<file path="src/hdl/sprite_animation_sequencer_macros.svh">
// ----------------------------------------------------------------------------
// Assertion macros for the sprite animation sequencer
// Clocked property checks; define NO_ASSERTIONS to compile them out.
// ----------------------------------------------------------------------------
`ifndef SPRITE_ANIMATION_SEQUENCER_MACROS_SVH
`define SPRITE_ANIMATION_SEQUENCER_MACROS_SVH
`ifndef NO_ASSERTIONS
// checked only outside reset
`define SAS_ASSERT(lbl, prop, msg) \
  lbl: assert property (@(posedge clk) disable iff (!rst_n) prop) else $error(msg);
// checked on every edge, reset included
`define SAS_ASSERT_ALWAYS(lbl, prop, msg) \
  lbl: assert property (@(posedge clk) prop) else $error(msg);
`else
`define SAS_ASSERT(lbl, prop, msg)
`define SAS_ASSERT_ALWAYS(lbl, prop, msg)
`endif
`endif

</file>
<file path="src/hdl/sas_pkg.sv">
// ----------------------------------------------------------------------------
// sas_pkg
// Shared types and constants of the sprite animation sequencer.
// ----------------------------------------------------------------------------
`timescale 1ns / 1ps

package sas_pkg;

  localparam int MAX_FRAMES  = 64;
  localparam int MAX_CHAIN   = 32;
  localparam int RESULT_CAP  = 32;
  localparam int CHAIN_LIMIT = (MAX_CHAIN < RESULT_CAP) ? MAX_CHAIN : RESULT_CAP;

  localparam int IDX_W  = $clog2(MAX_FRAMES);
  localparam int CNT_W  = $clog2(MAX_FRAMES + 1);
  localparam int STEP_W = $clog2(CHAIN_LIMIT + 1);
  localparam int TICK_W = 24;
  localparam int HND_W  = 16;
  localparam int MUL_W  = 8;

  // config register indexes
  localparam logic CFG_SPEED  = 1'b0;
  localparam logic CFG_ATTACH = 1'b1;

  typedef enum logic [2:0] {
    ACT_TICK    = 3'd0,
    ACT_APPEND  = 3'd1,
    ACT_RESTART = 3'd2,
    ACT_SETFRZ  = 3'd3,
    ACT_CLEAR   = 3'd4
  } action_t;

  typedef enum logic [2:0] {
    K_SPRITE    = 3'd0,
    K_DESTROY   = 3'd1,
    K_SOUND     = 3'd2,
    K_EFFECT    = 3'd3,
    K_EXPLOSION = 3'd4,
    K_JUMP      = 3'd5
  } kind_t;

  typedef enum logic [2:0] {
    EV_NONE      = 3'd0,
    EV_DESTROY   = 3'd1,
    EV_SOUND     = 3'd2,
    EV_EFFECT    = 3'd3,
    EV_EXPLOSION = 3'd4,
    EV_REJECT    = 3'd5
  } event_t;

  typedef enum logic [3:0] {
    S_IDLE,
    S_SHOW_RD,
    S_SHOW_OUT,
    S_JCHK_RD,
    S_JCHK,
    S_ADV_RD,
    S_ADV,
    S_CH_RD,
    S_CH_EV,
    S_CH_NRD,
    S_CH_OUT
  } state_t;

  // one table entry, 58 bits
  typedef struct packed {
    logic [2:0]       kind;
    logic [HND_W-1:0] duration;
    logic             freeze;
    logic [HND_W-1:0] sprite;
    logic [HND_W-1:0] data;
    logic [5:0]       next;
  } frame_entry_t;

  typedef struct packed {
    logic [2:0]       action;
    logic [2:0]       kind;
    logic [HND_W-1:0] duration;
    logic             freeze;
    logic [5:0]       jump_target;
    logic [HND_W-1:0] sprite_handle;
    logic [HND_W-1:0] data_handle;
    logic             freeze_value;
  } item_t;

  typedef struct packed {
    logic [2:0]       event_kind;
    logic [HND_W-1:0] event_data;
    logic             looped;
    logic [5:0]       frame_index;
    logic [HND_W-1:0] shown_sprite;
    logic             last;
  } result_t;

  typedef struct packed {
    logic             rd_en;
    logic [IDX_W-1:0] rd_addr;
    logic             wr_en;
    logic [IDX_W-1:0] wr_addr;
    frame_entry_t     wr_data;
  } mem_req_t;

  typedef struct packed {
    logic [MUL_W-1:0] speed;
    logic             attached;
  } cfg_t;

  typedef struct packed {
    logic [CNT_W-1:0] frame_count;
    logic [IDX_W-1:0] cur_frame;
  } status_t;

endpackage

</file>
<file path="src/hdl/sas_frame_mem.sv">
// ----------------------------------------------------------------------------
// sas_frame_mem
// Frame table: one write port, one read port, registered read data.
// ----------------------------------------------------------------------------
`timescale 1ns / 1ps

module sas_frame_mem (
  input  logic                  clk,
  input  sas_pkg::mem_req_t     req,
  output sas_pkg::frame_entry_t rd_data
);

  sas_pkg::frame_entry_t table_r [sas_pkg::MAX_FRAMES];
  sas_pkg::frame_entry_t rd_data_r;

  always_ff @(posedge clk) begin
    if (req.wr_en) begin
      table_r[req.wr_addr] <= req.wr_data;
    end
  end

  // read data holds until the next read
  always_ff @(posedge clk) begin
    if (req.rd_en) begin
      rd_data_r <= table_r[req.rd_addr];
    end
  end

  assign rd_data = rd_data_r;

endmodule

</file>
<file path="config.mk">
export PLATFORM = sky130hd
export DESIGN_NAME = sas_frame_mem
export DESIGN_NICKNAME = d
export VERILOG_FILES = /design/src/hdl/sprite_animation_sequencer_macros.svh /design/src/hdl/sas_pkg.sv /design/src/hdl/sas_frame_mem.sv
export SDC_FILE = /design/constraint.sdc
export NUM_CORES = 2
export LEC_CHECK = 0
export BUFFER_PORTS_ARGS = -buffer_cell sky130_fd_sc_hd__buf_2
export CAP_MARGIN = 25
export CORE_MARGIN = 5
export CORE_UTILIZATION = 30
export CTS_BUF_LIST = sky130_fd_sc_hd__clkbuf_8
export DETAILED_ROUTE_END_ITERATION = 10
export PLACE_DENSITY_LB_ADDON = 0.08
export REMOVE_ABC_BUFFERS = 1
export SYNTH_ARGS = -nofsm -noshare
export SYNTH_HDL_FRONTEND = slang
export SYNTH_SLANG_ARGS = --single-unit
</file>
<file path="constraint.sdc">
create_clock -name clk -period 17.2 [get_ports clk]
set_input_delay 1.72 -clock clk [delete_from_list [all_inputs] [get_ports clk]]
set_output_delay 1.72 -clock clk [all_outputs]
set_load 0.01 [all_outputs]
</file>
==> impl_results.md <==
- Status: finished, final reports clean
- Share of cells above drive strength 1: 0.305
- # IOs: about 130
- Post-layout nets: a little under 7000
- First-pass DRT Iterations: 7
- Final Setup Violations: 0
- First-pass GRT wire length: about 650 mm
- Post-synth EDFFs: between 3000 and 4000
- Die Wd: 698 um
- Final Instance Area: between 150000 and 200000 um^2
- Clk_lat worst skew: 1230 ps
- Slew margin rel.: 0.247
- Area grow syn2layout: 15.8%
- Top_reg_cell synth: edfxtp_1
- Slew @ Worst Pin: 1130 ps
- Unique cell type count in the Yosys netlist: 37
- Yosys reg bits: around 3800
- TNS Setup: 0 ps
- Hold Path Class: primary input to flop
- Hold Path Stages: 1
- PortBufs: 130
- Pin count of the biggest net entering global routing: 110
- Post-CTS setup buffer count: 0
- Cells after Synth: 5998
- Synth top area cells: edfxtp_1 (80%), mux4_2 (14%), o22ai_1 (0.95%), mux2i_1 (0.92%), o221ai_1 (0.49%)
- Num rows: around 250
- Pwr Density: 114 nW/um^2
- Fmax: 194 MHz
- CP arrival: approximately 6100 ps
- Max H-tree Level: 6
- Leak pwr: a little over 50 nW
- Async set or reset register ratio after synthesis: 0
- Syn avg cell area: approximately 24 um^2
- Iter 0 DRT Violations: approximately 7000
- Clk buf depth: 4
- Vias in the first global route: 73600
- Dpl cell area: 152000 um^2
- Area share of the largest cell type after synthesis: 0.798
- Worst Skew: just under 60 ps
- Antenna violations before repair: 63
- Total GRT Usage: 0.195
- Post-DP HPWL: about 260 mm
- Final hold vios: 0
- Placed Cells: around 12000
- Final min period: 5170 ps
- Maximum fanout along the worst path: between 50 and 60
- CP endpoint kind: flop
- Crit Path Class: primary input to flop
- CTS Sinks: roughly 3800
- Top-count cell post-synth: edfxtp_1
- Sequential share of the synthesized area: 0.798
- CTS tree: yes
- Cell area after synthesis: about 140000 um^2
- Post-cts repair resize count: 0
- Fin cells: between 10000 and 15000
- CTS root buf: clkbuf_8
- DRT Wirelength: 486 mm
- Initial Utilization: 0.301
- Total core area: 471000 um^2
- Max-Cap Viols: 0
- YS warnings: 0
- Full die area: between 400000 and 500000 um^2
- Fin. max-slew vios: 0
- Antenna Nets Post-Route: 0
- Largest area contributor in the netlist: edfxtp_1
- Grt total ovfl: 0
- DR vias: 69700
- Gpl congestion: 0.720
- Chip Height: 698 um
- Worst Path Required: approximately 18000 ps
- Clk slew on worst S/H paths: 50 ps
- Top post-synthesis cells by count: edfxtp_1 (3770), mux4_2 (890), o22ai_1 (215)
- Startpoint Class: primary input
- DR vias/cell: ~5.2
- DRC: 0
- Post-CTS Hold Buffers: 0
- VDD IR max: between 80 and 90 uV
- WL per Instance: approximately 36 um
- Final worst-path cycle share: 0.300
- R2R cell count: 4
- RSZ-0062 raised after global routing: no
- Inserted Clock Buffers: between 600 and 700
-- worst max-delay path: stages --
cell      delay [ps]
buf_8            320
buf_4            550
buf_4            510
buf_4            580
buf_4            840
nand3b_1         510
o221ai_1         460
o22ai_1          190
and3_1           190
-- final cells by class --
cell class	count	area (um^2)
diodes	11	27.5
clock buffers	685	9430
clock inverters	470	2220
fillers	43900	307000
multi-input cells	1887	27600
flip-flops and latches	3770	113000
well taps	6223	7790
repair buffers	407	4010
-- metal layers --
metal	track usage	wire, um	vias up
li1	-	-	27600
met3	0.0291	23600	652
met2	0.319	233000	2189
met4	0.0406	9760	14
met1	0.276	219000	39200
met5	0	101	-
-- cell usage in the layout, fill, tap and decap left out, drive strengths merged, types with 3 or more instances in the layout --
master and instances:
a211oi 13, a21oi 82, a221oi 39, a22o 18
a22oi 35, and2 4, and3 11, buf 407
bufinv 7, clkbuf 685, clkinv 212, clkinvlp 12
diode 11, edfxtp 3770, inv 239, mux2 41
mux2i 131, mux4 890, nand2 29, nand2b 14
nand3 16, nand3b 5, nor2 106, nor2b 24
nor3 4, nor4 47, o21a 9, o21ai 22
o221ai 79, o22a 38, o22ai 215, or2 6
or3 3
-- state kept, by name (all words and copies together), names as in the netlist --
register  count
rd_data      58
table_r    3712
-- where the power goes --
group	switching [mW]	internal [mW]	leakage [nW]
Clock	3.73	3.78	6.74
Combinational	0.588	0.331	10.4
Sequential	0.0337	10.2	34.0
Total	4.35	14.3	51.1
-- worst paths after layout --
kind | startpoint | to | slack (ps)
setup / recovery | req[66] | rd_data[9] | 12030
hold / removal | req[46] | table_r[32][46] | 750
setup reg to reg | table_r[26][51] | rd_data[51] | 15020
hold reg to reg | table_r[50][13] | rd_data[13] | 890
-- logic make-up after synthesis --
kind of cell | Yosys count | share of synthesized area
flops | 3770 | 0.798
mux | 1062 | 0.154
compound gates | 551 | 0.0270
buf+inv | 341 | 0.0116
simple gates | 274 | 0.00964
-- through the flow --
stage,util,power (mW),worst slack (ps),hold slack [ps]
after global routing,0.349,19.4,11920,613
after CTS,0.347,18.9,12150,674
final,0.349,18.7,12030,745
after floorplan,-,10.8,10640,837
after detailed placement,0.322,11.3,10770,888
after global placement,0.321,11.3,10570,893
Power figures use the tool's default switching activity.
