`src/hdl/sprite_animation_sequencer_macros.svh`:
```
// ----------------------------------------------------------------------------
// Assertion macros for the sprite animation sequencer
// Clocked property checks; define NO_ASSERTIONS to compile them out.
// ----------------------------------------------------------------------------
`ifndef SPRITE_ANIMATION_SEQUENCER_MACROS_SVH
`define SPRITE_ANIMATION_SEQUENCER_MACROS_SVH
`ifndef NO_ASSERTIONS
// checked only outside reset
`define SAS_ASSERT(lbl, prop, msg) \
  lbl: assert property (@(posedge clk) disable iff (!rst_n) prop) else $error(msg);
// checked on every edge, reset included
`define SAS_ASSERT_ALWAYS(lbl, prop, msg) \
  lbl: assert property (@(posedge clk) prop) else $error(msg);
`else
`define SAS_ASSERT(lbl, prop, msg)
`define SAS_ASSERT_ALWAYS(lbl, prop, msg)
`endif
`endif

```
`src/hdl/sas_pkg.sv`:
```
// ----------------------------------------------------------------------------
// sas_pkg
// Shared types and constants of the sprite animation sequencer.
// ----------------------------------------------------------------------------
`timescale 1ns / 1ps

package sas_pkg;

  localparam int MAX_FRAMES  = 64;
  localparam int MAX_CHAIN   = 32;
  localparam int RESULT_CAP  = 32;
  localparam int CHAIN_LIMIT = (MAX_CHAIN < RESULT_CAP) ? MAX_CHAIN : RESULT_CAP;

  localparam int IDX_W  = $clog2(MAX_FRAMES);
  localparam int CNT_W  = $clog2(MAX_FRAMES + 1);
  localparam int STEP_W = $clog2(CHAIN_LIMIT + 1);
  localparam int TICK_W = 24;
  localparam int HND_W  = 16;
  localparam int MUL_W  = 8;

  // config register indexes
  localparam logic CFG_SPEED  = 1'b0;
  localparam logic CFG_ATTACH = 1'b1;

  typedef enum logic [2:0] {
    ACT_TICK    = 3'd0,
    ACT_APPEND  = 3'd1,
    ACT_RESTART = 3'd2,
    ACT_SETFRZ  = 3'd3,
    ACT_CLEAR   = 3'd4
  } action_t;

  typedef enum logic [2:0] {
    K_SPRITE    = 3'd0,
    K_DESTROY   = 3'd1,
    K_SOUND     = 3'd2,
    K_EFFECT    = 3'd3,
    K_EXPLOSION = 3'd4,
    K_JUMP      = 3'd5
  } kind_t;

  typedef enum logic [2:0] {
    EV_NONE      = 3'd0,
    EV_DESTROY   = 3'd1,
    EV_SOUND     = 3'd2,
    EV_EFFECT    = 3'd3,
    EV_EXPLOSION = 3'd4,
    EV_REJECT    = 3'd5
  } event_t;

  typedef enum logic [3:0] {
    S_IDLE,
    S_SHOW_RD,
    S_SHOW_OUT,
    S_JCHK_RD,
    S_JCHK,
    S_ADV_RD,
    S_ADV,
    S_CH_RD,
    S_CH_EV,
    S_CH_NRD,
    S_CH_OUT
  } state_t;

  // one table entry, 58 bits
  typedef struct packed {
    logic [2:0]       kind;
    logic [HND_W-1:0] duration;
    logic             freeze;
    logic [HND_W-1:0] sprite;
    logic [HND_W-1:0] data;
    logic [5:0]       next;
  } frame_entry_t;

  typedef struct packed {
    logic [2:0]       action;
    logic [2:0]       kind;
    logic [HND_W-1:0] duration;
    logic             freeze;
    logic [5:0]       jump_target;
    logic [HND_W-1:0] sprite_handle;
    logic [HND_W-1:0] data_handle;
    logic             freeze_value;
  } item_t;

  typedef struct packed {
    logic [2:0]       event_kind;
    logic [HND_W-1:0] event_data;
    logic             looped;
    logic [5:0]       frame_index;
    logic [HND_W-1:0] shown_sprite;
    logic             last;
  } result_t;

  typedef struct packed {
    logic             rd_en;
    logic [IDX_W-1:0] rd_addr;
    logic             wr_en;
    logic [IDX_W-1:0] wr_addr;
    frame_entry_t     wr_data;
  } mem_req_t;

  typedef struct packed {
    logic [MUL_W-1:0] speed;
    logic             attached;
  } cfg_t;

  typedef struct packed {
    logic [CNT_W-1:0] frame_count;
    logic [IDX_W-1:0] cur_frame;
  } status_t;

endpackage

```
`src/hdl/sas_out_reg.sv`:
```
// ----------------------------------------------------------------------------
// sas_out_reg
// Result holding register between the sequencer and the result channel.
// ----------------------------------------------------------------------------
`timescale 1ns / 1ps

module sas_out_reg (
  input  logic              clk,
  input  logic              rst_n,
  input  logic              push,
  input  sas_pkg::result_t  res,
  input  logic              out_ready,
  output logic              out_valid,
  output sas_pkg::result_t  out_res
);

  logic             valid_r;
  sas_pkg::result_t res_r;

  always_ff @(posedge clk) begin
    if (!rst_n) begin
      valid_r <= 1'b0;
    end else if (push) begin
      valid_r <= 1'b1;
    end else if (out_ready) begin
      valid_r <= 1'b0;
    end
  end

  always_ff @(posedge clk) begin
    if (push) begin
      res_r <= res;
    end
  end

  assign out_valid = valid_r;
  assign out_res   = res_r;

endmodule

```
`config.mk`:
```
export PLATFORM = sky130hd
export DESIGN_NAME = sas_out_reg
export DESIGN_NICKNAME = d
export VERILOG_FILES = /design/src/hdl/sprite_animation_sequencer_macros.svh /design/src/hdl/sas_pkg.sv /design/src/hdl/sas_out_reg.sv
export SDC_FILE = /design/constraint.sdc
export NUM_CORES = 1
export LEC_CHECK = 0
export BUFFER_PORTS_ARGS = -buffer_cell sky130_fd_sc_hd__buf_4
export CORE_MARGIN = 5
export CORE_UTILIZATION = 25
export DETAILED_ROUTE_END_ITERATION = 8
export PLACE_DENSITY = 0.59
export SLEW_MARGIN = 20
export SYNTH_ARGS = -nofsm -noshare
export SYNTH_HDL_FRONTEND = slang
export SYNTH_SLANG_ARGS = --single-unit
```
`constraint.sdc`:
```
create_clock -name clk -period 0.8 [get_ports clk]
set_input_delay 0.12 -clock clk [delete_from_list [all_inputs] [get_ports clk]]
set_output_delay 0.12 -clock clk [all_outputs]
set_load 0.03 [all_outputs]
```
==> metrics.md <==
| Metric | Value |
|---|---|
| Slew Limit Fails | 0 |
| Layout Skew | 0 ns |
| Final worst hold slack | roughly 0.026 ns |
| Clock tree from TritonCTS | done |
| EDFF count, synth | 43 |
| Clock Tree Buf Depth | 2 |
| Count of unresolved DRC violations after routing | 0 |
| Synth warnings | 0 |
| Chain of cells forming the critical path | buf_6 |
| Top cells by instance count after synthesis | sky130_fd_sc_hd__edfxtp_1 (43), sky130_fd_sc_hd__dfxtp_1 (1), sky130_fd_sc_hd__nor2b_4 (1), sky130_fd_sc_hd__o21a_1 (1) |
| Lkg Pwr | between 1 and 1.5 nW |
| Post-detailed-route via-to-cell ratio | approximately 3.8 |
| Final core utilization | between 50% and 60% |
| Total cell area at the placement stage | roughly 2100 um^2 |
| Number of storage elements in the synthesis netlist | 44 |
| Period utilization | 125% |
| Clock latency at the later pin of the worst-skew pair | slightly below 0.3 ns |
| Placed wire-length estimate | between 2000 and 3000 um |
| Sort of element at the end of the critical path | output pin |
| Number of non-filler instances in the completed layout | 260 |
| Horiz. Die Dim | approximately 83 um |
| Area growth from synthesis to layout | 114% |
| Gr ovfl total | 0 |
| Result of the run | complete, but fails checks |
| Total wire length after detailed routing | roughly 3800 um |
| Worst EP required | a little under 0.7 ns |
| Top-Level Pins | about 90 |
| Category of the worst setup path launch point | flop |
| Pin count of the biggest net entering global routing | 21 |
| Count of endpoints failing hold in the final timing report | 0 |
| Number of antenna violations at the first check in global routing | 0 |
| Data arrival at the endpoint of the critical path | around 0.88 ns |
| Via count of the first global-routing pass | 1118 |
| Failing checks | setup timing |
| Inserted Clock Buffers | 5 |
| Time the worst path needs with I/O delays and setup | ~1 ns |
| Proportion of synthesized flip-flops having asynchronous set or reset | 0% |
| Die Span Y | approximately 83 um |
| Overall power after layout | approximately 5.6 mW |
| Post-synth top flop | sky130_fd_sc_hd__edfxtp_1 |
| Net Count, Synth | between 90 and 100 |
| Most common cell in the netlist | sky130_fd_sc_hd__edfxtp_1 |
| Setup repair after global routing missed its margin | true |
| Buffer and inverter count on the worst path | 1 |
| Sequential cell area fraction in the yosys report | 98.4% |
| Max stage delay on crit path | 0.42 ns |
| Total Die Area | 6890 um^2 |
| Number of max-capacitance violations reported | 0 |
| Max frequency | 1000 MHz |
| Critical path start-end classification | flop to output pin |
| Worst path top cell family by delay | flip-flops |
| Final design area excluding fillers | between 2000 and 3000 um^2 |
| Distinct cell type count of the synthesized netlist | 4 |
| Core region area | slightly above 5000 um^2 |
| Placed Instances | about 210 |
| Clock transition at the register clock pins on the worst setup and hold paths after CTS | ~0.080 ns |
| Power per cell area | 1980 nW/um^2 |
| H-Tree Depth | 2 |
| Starting density of the core | between 20% and 30% |
| Area of the mapped netlist | about 1300 um^2 |
| Transition at the pin with the smallest max-transition slack | about 0.11 ns |
| Smallest setup slack after layout | -0.198 ns |
| Post-CTS Repair Setup Buffers | 0 |
| Top-area cell type share of the netlist area | a little over nine tenths |
| Quantity of I/O buffers inserted on ports | 90 |
| First DRT Iteration DRCs | 31 |
| Slowest cell on the critical path | sky130_fd_sc_hd__edfxtp_1 |
| Largest vdd supply drop | approximately 1.7 mV |
| Wirelength per Cell | 14.6 um |
| Worst rel slew slack | between 90% and 100% |
| Layout cells sized above 1 | 53.7% |
| Total track usage | about 11% |
| Cell at the root of the clock tree | sky130_fd_sc_hd__clkbuf_8 |
| First-pass GRT wire length | 5750 um |
| Ant. Diodes | 0 |
| Avg Synthesized Cell Area | between 20 and 30 um^2 |
| Cell count after synthesis | 46 |
| Crit path max fanout | 1 |
| Count of TritonRoute iterations in the first routing pass | 2 |
| Final-stage net count | 236 |
| Weighted congestion reported at the end of routability-driven placement | between 0.7 and 0.8 |
| Count of clock tree sinks | 44 |
| Synth area leader | sky130_fd_sc_hd__edfxtp_1 |
| Setup-failing EPs final | 44 |
| # rows | 26 |
| Hold Path Class | input pin to flop |
| Via count | just under 1000 |
| ANT nets after route | 0 |
| Top cells by area, synth | sky130_fd_sc_hd__edfxtp_1 (97%), sky130_fd_sc_hd__dfxtp_1 (1.5%), sky130_fd_sc_hd__nor2b_4 (1.0%) |
[per-stage QoR]
stage,TNS [ns],setup WS [ns]
final,-6.51,-0.198
after CTS,-7.15,-0.204
after global placement,0,0.0835
after detailed placement,0,0.0693
after global routing,-8.67,-0.253
after floorplan,0,0.0531
[area by class of cell]
type,count,area [um^2]
Clock buffer,6,72.6
Clock inverter,2,35.0
Fill cell,444,2290
Multi-Input combinational cell,2,21.3
Sequential cell,44,1310
Tap cell,70,87.6
Timing Repair Buffer,136,1320
[repair_timing]
item / CTS / global route
resized for setup: 44 / 0
pin swaps: 0 / 0
hold buffers: 34 / 9
hold endpoints to repair: 34 / 9
setup endpoints to repair: 44 / 44
[cells by family after synthesis]
logic type | after synthesis | synth area share, %
and+or+nand+nor | 1 | 1.03
AOI/OAI and AO/OA | 1 | 0.564
DFF | 44 | 98.4
[sequential cells by signal, indices dropped and copies added, names as in the netlist]
name and flops:
out_res 43, out_valid 1
[layout by cell type (no fill, tap or decap)]
| cell type | n |
|---|---|
| sky130_fd_sc_hd__clkbuf_8 | 5 |
| sky130_fd_sc_hd__edfxtp_1 | 43 |
| sky130_fd_sc_hd__nor2b_4 | 1 |
| sky130_fd_sc_hd__buf_6 | 44 |
| sky130_fd_sc_hd__buf_4 | 47 |
| sky130_fd_sc_hd__dfxtp_2 | 1 |
| sky130_fd_sc_hd__dlygate4sd3_1 | 43 |
| sky130_fd_sc_hd__o21a_1 | 1 |
| sky130_fd_sc_hd__clkinv_2 | 1 |
| sky130_fd_sc_hd__buf_12 | 2 |
| sky130_fd_sc_hd__bufinv_16 | 1 |
| sky130_fd_sc_hd__clkbuf_1 | 1 |
[path summary, 6_finish.rpt]
check,start,end,slack [ns],cells past startpoint
max,out_res[40],out_res[40],-0.20,1
min,rst_n,out_valid,0.03,2
max reg2reg,out_valid,out_valid,0.10,2
min reg2reg,out_valid,out_valid,0.59,2
[power breakdown]
part	total, mW	switching (mW)	internal (mW)
combinational	1.17	0.547	0.621
sequential	2.82	0.0837	2.73
clock	1.64	0.715	0.927
[worst reg2reg max path: stages, from the launching register on]
cell	delay, ns
sky130_fd_sc_hd__dfxtp_2	0.33
sky130_fd_sc_hd__nor2b_4	0.11
sky130_fd_sc_hd__o21a_1	0.15
[metal layers]
metal  share of wire (%)  vias to the layer above  track usage [%]
li1                    -                      467                -
met3                 8.8                        6             5.74
met2                  56                       56             19.5
met5                   0                        -                0
met1                  34                      450             10.9
met4                 1.1                        0             3.12
Power figures use the tool's default switching activity.
