==> src/hdl/sprite_animation_sequencer_macros.svh <==
// ----------------------------------------------------------------------------
// Assertion macros for the sprite animation sequencer
// Clocked property checks; define NO_ASSERTIONS to compile them out.
// ----------------------------------------------------------------------------
`ifndef SPRITE_ANIMATION_SEQUENCER_MACROS_SVH
`define SPRITE_ANIMATION_SEQUENCER_MACROS_SVH
`ifndef NO_ASSERTIONS
// checked only outside reset
`define SAS_ASSERT(lbl, prop, msg) \
  lbl: assert property (@(posedge clk) disable iff (!rst_n) prop) else $error(msg);
// checked on every edge, reset included
`define SAS_ASSERT_ALWAYS(lbl, prop, msg) \
  lbl: assert property (@(posedge clk) prop) else $error(msg);
`else
`define SAS_ASSERT(lbl, prop, msg)
`define SAS_ASSERT_ALWAYS(lbl, prop, msg)
`endif
`endif

==> src/hdl/sas_pkg.sv <==
// ----------------------------------------------------------------------------
// sas_pkg
// Shared types and constants of the sprite animation sequencer.
// ----------------------------------------------------------------------------
`timescale 1ns / 1ps

package sas_pkg;

  localparam int MAX_FRAMES  = 64;
  localparam int MAX_CHAIN   = 32;
  localparam int RESULT_CAP  = 32;
  localparam int CHAIN_LIMIT = (MAX_CHAIN < RESULT_CAP) ? MAX_CHAIN : RESULT_CAP;

  localparam int IDX_W  = $clog2(MAX_FRAMES);
  localparam int CNT_W  = $clog2(MAX_FRAMES + 1);
  localparam int STEP_W = $clog2(CHAIN_LIMIT + 1);
  localparam int TICK_W = 24;
  localparam int HND_W  = 16;
  localparam int MUL_W  = 8;

  // config register indexes
  localparam logic CFG_SPEED  = 1'b0;
  localparam logic CFG_ATTACH = 1'b1;

  typedef enum logic [2:0] {
    ACT_TICK    = 3'd0,
    ACT_APPEND  = 3'd1,
    ACT_RESTART = 3'd2,
    ACT_SETFRZ  = 3'd3,
    ACT_CLEAR   = 3'd4
  } action_t;

  typedef enum logic [2:0] {
    K_SPRITE    = 3'd0,
    K_DESTROY   = 3'd1,
    K_SOUND     = 3'd2,
    K_EFFECT    = 3'd3,
    K_EXPLOSION = 3'd4,
    K_JUMP      = 3'd5
  } kind_t;

  typedef enum logic [2:0] {
    EV_NONE      = 3'd0,
    EV_DESTROY   = 3'd1,
    EV_SOUND     = 3'd2,
    EV_EFFECT    = 3'd3,
    EV_EXPLOSION = 3'd4,
    EV_REJECT    = 3'd5
  } event_t;

  typedef enum logic [3:0] {
    S_IDLE,
    S_SHOW_RD,
    S_SHOW_OUT,
    S_JCHK_RD,
    S_JCHK,
    S_ADV_RD,
    S_ADV,
    S_CH_RD,
    S_CH_EV,
    S_CH_NRD,
    S_CH_OUT
  } state_t;

  // one table entry, 58 bits
  typedef struct packed {
    logic [2:0]       kind;
    logic [HND_W-1:0] duration;
    logic             freeze;
    logic [HND_W-1:0] sprite;
    logic [HND_W-1:0] data;
    logic [5:0]       next;
  } frame_entry_t;

  typedef struct packed {
    logic [2:0]       action;
    logic [2:0]       kind;
    logic [HND_W-1:0] duration;
    logic             freeze;
    logic [5:0]       jump_target;
    logic [HND_W-1:0] sprite_handle;
    logic [HND_W-1:0] data_handle;
    logic             freeze_value;
  } item_t;

  typedef struct packed {
    logic [2:0]       event_kind;
    logic [HND_W-1:0] event_data;
    logic             looped;
    logic [5:0]       frame_index;
    logic [HND_W-1:0] shown_sprite;
    logic             last;
  } result_t;

  typedef struct packed {
    logic             rd_en;
    logic [IDX_W-1:0] rd_addr;
    logic             wr_en;
    logic [IDX_W-1:0] wr_addr;
    frame_entry_t     wr_data;
  } mem_req_t;

  typedef struct packed {
    logic [MUL_W-1:0] speed;
    logic             attached;
  } cfg_t;

  typedef struct packed {
    logic [CNT_W-1:0] frame_count;
    logic [IDX_W-1:0] cur_frame;
  } status_t;

endpackage

==> src/hdl/sas_seq.sv <==
// ----------------------------------------------------------------------------
// sas_seq
// Sequencer: item decode, frame table read-modify-write, action chain walk.
// ----------------------------------------------------------------------------
`timescale 1ns / 1ps

module sas_seq (
  input  logic                  clk,
  input  logic                  rst_n,
  input  logic                  in_valid,
  output logic                  in_ready,
  input  sas_pkg::item_t        in_item,
  input  sas_pkg::cfg_t         cfg,
  output sas_pkg::mem_req_t     mem_req,
  input  sas_pkg::frame_entry_t rd_data,
  input  logic                  out_valid,
  input  logic                  out_ready,
  output logic                  push,
  output sas_pkg::result_t      res,
  output sas_pkg::status_t      status
);

  localparam int CNT_W  = sas_pkg::CNT_W;
  localparam int IDX_W  = sas_pkg::IDX_W;
  localparam int STEP_W = sas_pkg::STEP_W;
  localparam int TICK_W = sas_pkg::TICK_W;

  sas_pkg::state_t  state_r, state_nxt;
  logic [CNT_W-1:0] count_r, count_nxt;
  logic [IDX_W-1:0] cur_r, cur_nxt;
  logic [TICK_W-1:0] ticks_r, ticks_nxt;
  logic             frozen_r, frozen_nxt;
  logic             js_r, js_nxt;
  sas_pkg::event_t  ev_r, ev_nxt;
  logic [sas_pkg::HND_W-1:0] data_r, data_nxt;
  logic             more_r, more_nxt;
  logic [STEP_W-1:0] steps_r, steps_nxt;
  sas_pkg::item_t   item_r, item_nxt;

  logic             tick_chain;
  logic             expired;
  logic             app_bad;
  logic             app_jmp;
  logic [CNT_W-1:0] cur_inc;
  logic [CNT_W-1:0] link;
  logic [IDX_W-1:0] adv_idx;
  logic             room;
  logic             fin;

  function automatic sas_pkg::frame_entry_t make_entry(input sas_pkg::item_t it);
    sas_pkg::frame_entry_t e;
    e      = '0;
    e.kind = it.kind;
    if (it.kind == sas_pkg::K_SPRITE) begin
      e.duration = it.duration;
      e.freeze   = it.freeze;
      e.sprite   = it.sprite_handle;
    end
    if (it.kind == sas_pkg::K_SOUND || it.kind == sas_pkg::K_EFFECT) begin
      e.data = it.data_handle;
    end
    if (it.kind == sas_pkg::K_JUMP) begin
      e.next = it.jump_target;
    end
    return e;
  endfunction

  // decode of the offered item and the link of the entry just read
  always_comb begin
    expired    = (ticks_r <= TICK_W'(1));
    tick_chain = (count_r > CNT_W'(1)) && !frozen_r && (expired || js_r);
    app_bad    = (count_r >= CNT_W'(sas_pkg::MAX_FRAMES)) ||
                 (in_item.kind > sas_pkg::K_JUMP) ||
                 ((in_item.kind == sas_pkg::K_JUMP) &&
                  ({1'b0, in_item.jump_target} >= count_r));
    app_jmp    = !app_bad && (in_item.kind == sas_pkg::K_JUMP);
    // non-jump frames link to the following frame, the last one to frame 0
    cur_inc    = {1'b0, cur_r} + CNT_W'(1);
    if (rd_data.kind == sas_pkg::K_JUMP) begin
      link = {1'b0, rd_data.next};
    end else if (cur_inc < count_r) begin
      link = cur_inc;
    end else begin
      link = '0;
    end
    adv_idx = (link < count_r) ? link[IDX_W-1:0] : cur_r;
    room    = !out_valid || out_ready;
    fin     = !more_r || (steps_r == STEP_W'(sas_pkg::CHAIN_LIMIT - 1));
  end

  // next state
  always_comb begin
    state_nxt = state_r;
    unique case (state_r)
      sas_pkg::S_IDLE: begin
        if (in_valid) begin
          if (in_item.action == sas_pkg::ACT_TICK && tick_chain) begin
            state_nxt = js_r ? sas_pkg::S_CH_RD : sas_pkg::S_ADV_RD;
          end else if (in_item.action == sas_pkg::ACT_APPEND && app_jmp) begin
            state_nxt = sas_pkg::S_JCHK_RD;
          end else begin
            state_nxt = sas_pkg::S_SHOW_RD;
          end
        end
      end
      sas_pkg::S_SHOW_RD:  state_nxt = sas_pkg::S_SHOW_OUT;
      sas_pkg::S_SHOW_OUT: begin
        if (room) begin
          state_nxt = sas_pkg::S_IDLE;
        end
      end
      sas_pkg::S_JCHK_RD:  state_nxt = sas_pkg::S_JCHK;
      sas_pkg::S_JCHK:     state_nxt = sas_pkg::S_SHOW_RD;
      sas_pkg::S_ADV_RD:   state_nxt = sas_pkg::S_ADV;
      sas_pkg::S_ADV:      state_nxt = sas_pkg::S_CH_RD;
      sas_pkg::S_CH_RD:    state_nxt = sas_pkg::S_CH_EV;
      sas_pkg::S_CH_EV:    state_nxt = sas_pkg::S_CH_NRD;
      sas_pkg::S_CH_NRD:   state_nxt = sas_pkg::S_CH_OUT;
      sas_pkg::S_CH_OUT: begin
        if (room) begin
          state_nxt = fin ? sas_pkg::S_IDLE : sas_pkg::S_CH_EV;
        end
      end
      default:             state_nxt = sas_pkg::S_IDLE;
    endcase
  end

  // outputs and datapath
  always_comb begin
    count_nxt  = count_r;
    cur_nxt    = cur_r;
    ticks_nxt  = ticks_r;
    frozen_nxt = frozen_r;
    js_nxt     = js_r;
    ev_nxt     = ev_r;
    data_nxt   = data_r;
    more_nxt   = more_r;
    steps_nxt  = steps_r;
    item_nxt   = item_r;
    mem_req    = '0;
    push       = 1'b0;
    res        = '0;
    in_ready   = 1'b0;
    unique case (state_r)
      sas_pkg::S_IDLE: begin
        in_ready = 1'b1;
        if (in_valid) begin
          item_nxt  = in_item;
          ev_nxt    = sas_pkg::EV_NONE;
          data_nxt  = '0;
          steps_nxt = '0;
          unique case (in_item.action)
            sas_pkg::ACT_TICK: begin
              if ((count_r > CNT_W'(1)) && !frozen_r) begin
                ticks_nxt = expired ? '0 : ticks_r - TICK_W'(1);
                if (tick_chain) begin
                  js_nxt = 1'b0;
                end
              end
            end
            sas_pkg::ACT_APPEND: begin
              if (app_bad) begin
                ev_nxt = sas_pkg::EV_REJECT;
              end else if (!app_jmp) begin
                mem_req.wr_en   = 1'b1;
                mem_req.wr_addr = count_r[IDX_W-1:0];
                mem_req.wr_data = make_entry(in_item);
                count_nxt       = count_r + CNT_W'(1);
                if (count_r == '0) begin
                  cur_nxt = '0;
                end
              end
            end
            sas_pkg::ACT_RESTART: begin
              frozen_nxt = 1'b0;
              js_nxt     = 1'b1;
              cur_nxt    = '0;
            end
            sas_pkg::ACT_SETFRZ: begin
              frozen_nxt = in_item.freeze_value;
              if (!in_item.freeze_value) begin
                js_nxt = 1'b0;
              end
            end
            sas_pkg::ACT_CLEAR: begin
              count_nxt  = '0;
              cur_nxt    = '0;
              ticks_nxt  = '0;
              frozen_nxt = 1'b0;
              js_nxt     = 1'b1;
            end
            default: begin
            end
          endcase
        end
      end
      sas_pkg::S_SHOW_RD: begin
        mem_req.rd_en   = 1'b1;
        mem_req.rd_addr = cur_r;
      end
      sas_pkg::S_SHOW_OUT: begin
        push             = room;
        res.event_kind   = ev_r;
        res.frame_index  = cur_r;
        res.shown_sprite = (count_r == '0) ? '0 : rd_data.sprite;
        res.last         = 1'b1;
      end
      sas_pkg::S_JCHK_RD: begin
        mem_req.rd_en   = 1'b1;
        mem_req.rd_addr = item_r.jump_target;
      end
      sas_pkg::S_JCHK: begin
        // target must not itself be a jump frame
        if (rd_data.kind == sas_pkg::K_JUMP) begin
          ev_nxt = sas_pkg::EV_REJECT;
        end else begin
          mem_req.wr_en   = 1'b1;
          mem_req.wr_addr = count_r[IDX_W-1:0];
          mem_req.wr_data = make_entry(item_r);
          count_nxt       = count_r + CNT_W'(1);
        end
      end
      sas_pkg::S_ADV_RD, sas_pkg::S_CH_RD, sas_pkg::S_CH_NRD: begin
        mem_req.rd_en   = 1'b1;
        mem_req.rd_addr = cur_r;
      end
      sas_pkg::S_ADV: begin
        cur_nxt = adv_idx;
      end
      sas_pkg::S_CH_EV: begin
        data_nxt = '0;
        case (rd_data.kind)
          sas_pkg::K_DESTROY: begin
            ev_nxt   = cfg.attached ? sas_pkg::EV_DESTROY : sas_pkg::EV_NONE;
            more_nxt = 1'b0;
          end
          sas_pkg::K_SOUND: begin
            ev_nxt   = sas_pkg::EV_SOUND;
            data_nxt = rd_data.data;
            more_nxt = 1'b1;
          end
          sas_pkg::K_EFFECT: begin
            ev_nxt   = sas_pkg::EV_EFFECT;
            data_nxt = rd_data.data;
            more_nxt = 1'b1;
          end
          sas_pkg::K_EXPLOSION: begin
            ev_nxt   = sas_pkg::EV_EXPLOSION;
            more_nxt = 1'b1;
          end
          sas_pkg::K_JUMP: begin
            ev_nxt   = sas_pkg::EV_NONE;
            more_nxt = 1'b1;
          end
          default: begin
            ev_nxt   = sas_pkg::EV_NONE;
            more_nxt = 1'b0;
          end
        endcase
        if (more_nxt) begin
          cur_nxt = adv_idx;
        end
      end
      sas_pkg::S_CH_OUT: begin
        // rd_data holds the entry of the current frame here
        push             = room;
        res.event_kind   = ev_r;
        res.event_data   = data_r;
        res.looped       = (cur_r == '0) && cfg.attached;
        res.frame_index  = cur_r;
        res.shown_sprite = rd_data.sprite;
        res.last         = fin;
        if (room) begin
          steps_nxt = steps_r + STEP_W'(1);
          if (fin) begin
            ticks_nxt = {8'd0, rd_data.duration} * {16'd0, cfg.speed};
            if (rd_data.freeze) begin
              ticks_nxt  = '0;
              frozen_nxt = 1'b1;
            end
          end
        end
      end
      default: begin
      end
    endcase
  end

  always_ff @(posedge clk) begin
    if (!rst_n) begin
      state_r  <= sas_pkg::S_IDLE;
      count_r  <= '0;
      cur_r    <= '0;
      ticks_r  <= '0;
      frozen_r <= 1'b0;
      js_r     <= 1'b1;
      more_r   <= 1'b0;
      steps_r  <= '0;
    end else begin
      state_r  <= state_nxt;
      count_r  <= count_nxt;
      cur_r    <= cur_nxt;
      ticks_r  <= ticks_nxt;
      frozen_r <= frozen_nxt;
      js_r     <= js_nxt;
      more_r   <= more_nxt;
      steps_r  <= steps_nxt;
    end
  end

  always_ff @(posedge clk) begin
    ev_r   <= ev_nxt;
    data_r <= data_nxt;
    item_r <= item_nxt;
  end

  assign status.frame_count = count_r;
  assign status.cur_frame   = cur_r;

endmodule

==> config.mk <==
export PLATFORM = sky130hd
export DESIGN_NAME = sas_seq
export DESIGN_NICKNAME = d
export VERILOG_FILES = /design/src/hdl/sprite_animation_sequencer_macros.svh /design/src/hdl/sas_pkg.sv /design/src/hdl/sas_seq.sv
export SDC_FILE = /design/constraint.sdc
export NUM_CORES = 1
export LEC_CHECK = 0
export CORE_ASPECT_RATIO = 1.1
export CORE_MARGIN = 2
export CORE_UTILIZATION = 40
export DETAILED_ROUTE_END_ITERATION = 16
export DONT_BUFFER_PORTS = 1
export HOLD_SLACK_MARGIN = 0.15
export MAX_ROUTING_LAYER = met4
export SLEW_MARGIN = 20
export SYNTH_ARGS = -nofsm -noshare
export SYNTH_HDL_FRONTEND = slang
export SYNTH_SLANG_ARGS = --single-unit
export TNS_END_PERCENT = 50
==> constraint.sdc <==
create_clock -name clk -period 7 [get_ports clk]
set_input_delay 1.4 -clock clk [delete_from_list [all_inputs] [get_ports clk]]
set_output_delay 1.4 -clock clk [all_outputs]
set_load 0.01 [all_outputs]
==> out/qor.txt <==
Num CTS Buffers: 17
first-pass GRT wire length: 45600 um
Hold Startpoint: ticks_r[20]
Rel. slew slack: 0.3199
Synth Instances: 1236
Place WS: 1.151 ns
RSZ-0062 raised after global routing: false
Crit-path slowest cell: fa_1
Req. time, crit path: 7.30 ns
CTS Hold Bufs: 0
Area after DPL: 0.01156 sq mm
CP dominant cell by count: fa_1
FF-to-FF End: cur_r[2]
Hold Fails Final Rpt: 0
Distinct cells, synth: 69
clk root buf: clkbuf_16
Starting DRT DRC Count: 548
Die W: 163.6 um
grt met2 use: 0.3366
# resized after CTS: 0
critical path, cell by cell: and2_1 -> fa_1 -> fa_1 -> inv_1 -> fa_1 -> fa_1 -> inv_1 -> ha_1 -> o21ai_0 -> o21bai_1 -> a211oi_1 -> o21ba_2 -> o21ai_0 -> nor4_1 -> a21oi_1 -> mux2i_1 -> a31oi_1
CP Launch Type: input pin
Vias: 8784
M3 GR Usage: 0.03899
largest net degree at the start of global routing: 59
critical path type: input pin to register
crit path DAT: 5.73 ns
clock net sink count: 127
antenna fix cells: 0
post-synth top area share: 0.2062
number of routed nets with antenna violations: 0
die height: 179.6 um
Reg2Reg Depth: 18
Starting Density: 0.4047
Max stage delay on crit path: 0.58 ns
total grt overflow: 0
crit path capture: ticks_r[23]
P per Cell Area: 329.9 mW/mm^2
via/cell ratio: 5.518
Yosys top cell by area: edfxtp_1
setup tns final: 0 ns
EDFF count, synth: 77
area delta synth->final: 8.704%
CTS tree: yes
Hold Slack: 0.4856 ns
CORE AREA: 0.02771 sq mm
crit path launch: rd_data[40]
maximum capacitance violations: 0
mean post-synth cell area: 9.071 sq um
clock transition at the registers of the reported paths: 0.06 ns
Placed Instances: 1560
commonest non-fill, non-tap cell in the layout: and2_1
sequential area share after synthesis: 0.2955
clock latency on the worst-skew pair: 0.42 ns
Max clock buf depth: 2
post-synthesis net count: 1524
I/O Buffers: 0
HP Class: register to register
leakage: 5.020 nW
layout cells sized above 1: 0.04475
initial antenna violation count: 0
flop-to-flop setup slack: 2.58 ns
Mapped Area: 0.01121 sq mm
post-synthesis register bit count: 127
GRT Overall Usage: 0.1996
DP HPWL: 22710 um
Yosys Warn Count: 0
most frequent cells in the layout: and2_1, inv_1, nand2_1
top cells by area, synth: edfxtp_1, fa_1, and2_1
Top FF cell, synth: edfxtp_1
Tightest Pin Transition: 1.016 ns
Async SR Flop Fraction: 0
GR Util met1: 0.2347
DRC: 0
Post-CTS Setup Inserts: 0
routed wire length: 29230 um
crit path time final: 5.428 ns
drt pass-1 iters: 5
H-Tree Depth: 4
die area: 0.02939 sq mm
final cell count without fillers: 1592
status: completed
fin crit share: 0.7754
Final WS setup: 1.572 ns
gpl congestion: 0.8718
IO Pins: 264
layer with the highest usage: met2
IR drop worst, VDD: 200.3 uV
Worst Setup End Kind: register
final slew viol count: 0
Fmax: 184.2 MHz
Worst R2R Start: cur_r[0]
post-route cell area: 0.01219 sq mm
critical path peak fanout: 8
Final setup viols: 0
vias in the first global route: 8547
Core Rows: 64
WL per Instance: 18.36 um
NumNets Final: 1504
skew final: 0.005704 ns
## worst max-delay path, delay by kind of cell
kind	cells	cell delay, ns
adders and majority gates	5	2.38
AOI/OAI and AO/OA	7	1.25
and+or+nand+nor	2	0.41
muxes	1	0.16
buffers and inverters	2	0.10
## area by class of cell
class,instances,area (sq um)
well taps,363,454.2
fillers,2727,15520
inverters,123,461.7
flip-flops and latches,127,3313
clock buffers,18,429.2
repair buffers,9,67.56
clock inverters,14,192.7
multi-input cells,938,7269
## how the worst min path moves through the flow
stage,endpoint,slack (ns),cells past startpoint
after global routing,ticks_r[20],0.51,2
after CTS,ticks_r[6],0.49,2
after detailed placement,ticks_r[6],0.48,2
after global placement,ticks_r[6],0.47,2
after floorplan,ticks_r[6],0.45,2
final,ticks_r[20],0.49,2
## kinds of logic after synthesis
| family | after synthesis | share of synthesized area |
|---|---|---|
| flip-flops | 127 | 0.2955 |
| AO/OA/AOI/OAI | 272 | 0.1632 |
| multiplexers | 10 | 0.009151 |
| adder cells (fa/ha/maj) | 154 | 0.2281 |
| AND/OR/NAND/NOR | 476 | 0.2254 |
| buffers and inverters | 171 | 0.05836 |
| XOR/XNOR | 26 | 0.02031 |
## stage by stage
stage | utilization | power (mW)
2_1_floorplan | - | 2.690
3_3_place_gp | 0.4171 | 3.061
3_5_place_dp | 0.4171 | 3.083
4_1_cts | 0.4396 | 4.042
5_1_grt | 0.4399 | 4.364
6_report | 0.4399 | 4.021
## state kept, by name (all words and copies together), names as in the netlist
register,cells
count_r,7
cur_r,6
data_r,16
ev_r,3
frozen_r,1
item_r,58
js_r,1
more_r,1
state_r,4
steps_r,6
ticks_r,24
## Yosys cell counts, drive strengths merged, types with 16 or more instances
| master | instances |
|---|---|
| nor2 | 72 |
| o21ai | 72 |
| nor2b | 23 |
| and2 | 163 |
| fa | 84 |
| nand3 | 27 |
| ha | 70 |
| xor2 | 16 |
| nor3 | 23 |
| clkbuf | 43 |
| edfxtp | 77 |
| inv | 120 |
| dfxtp | 50 |
| a22o | 52 |
| a21oi | 52 |
| nand2 | 106 |
## power breakdown
| part | total, mW | internal (mW) | switching, mW |
|---|---|---|---|
| clock | 0.936 | 0.596 | 0.340 |
| combinational | 2.14 | 0.841 | 1.30 |
| sequential | 0.945 | 0.886 | 0.0589 |
## per-layer routing
layer | part of all wire | vias to the layer above
met5 | 0 | -
met4 | 0.028 | 0
met3 | 0.066 | 47
met2 | 0.49 | 314
met1 | 0.42 | 4177
li1 | - | 4246
(Power assumes the default switching activity.)
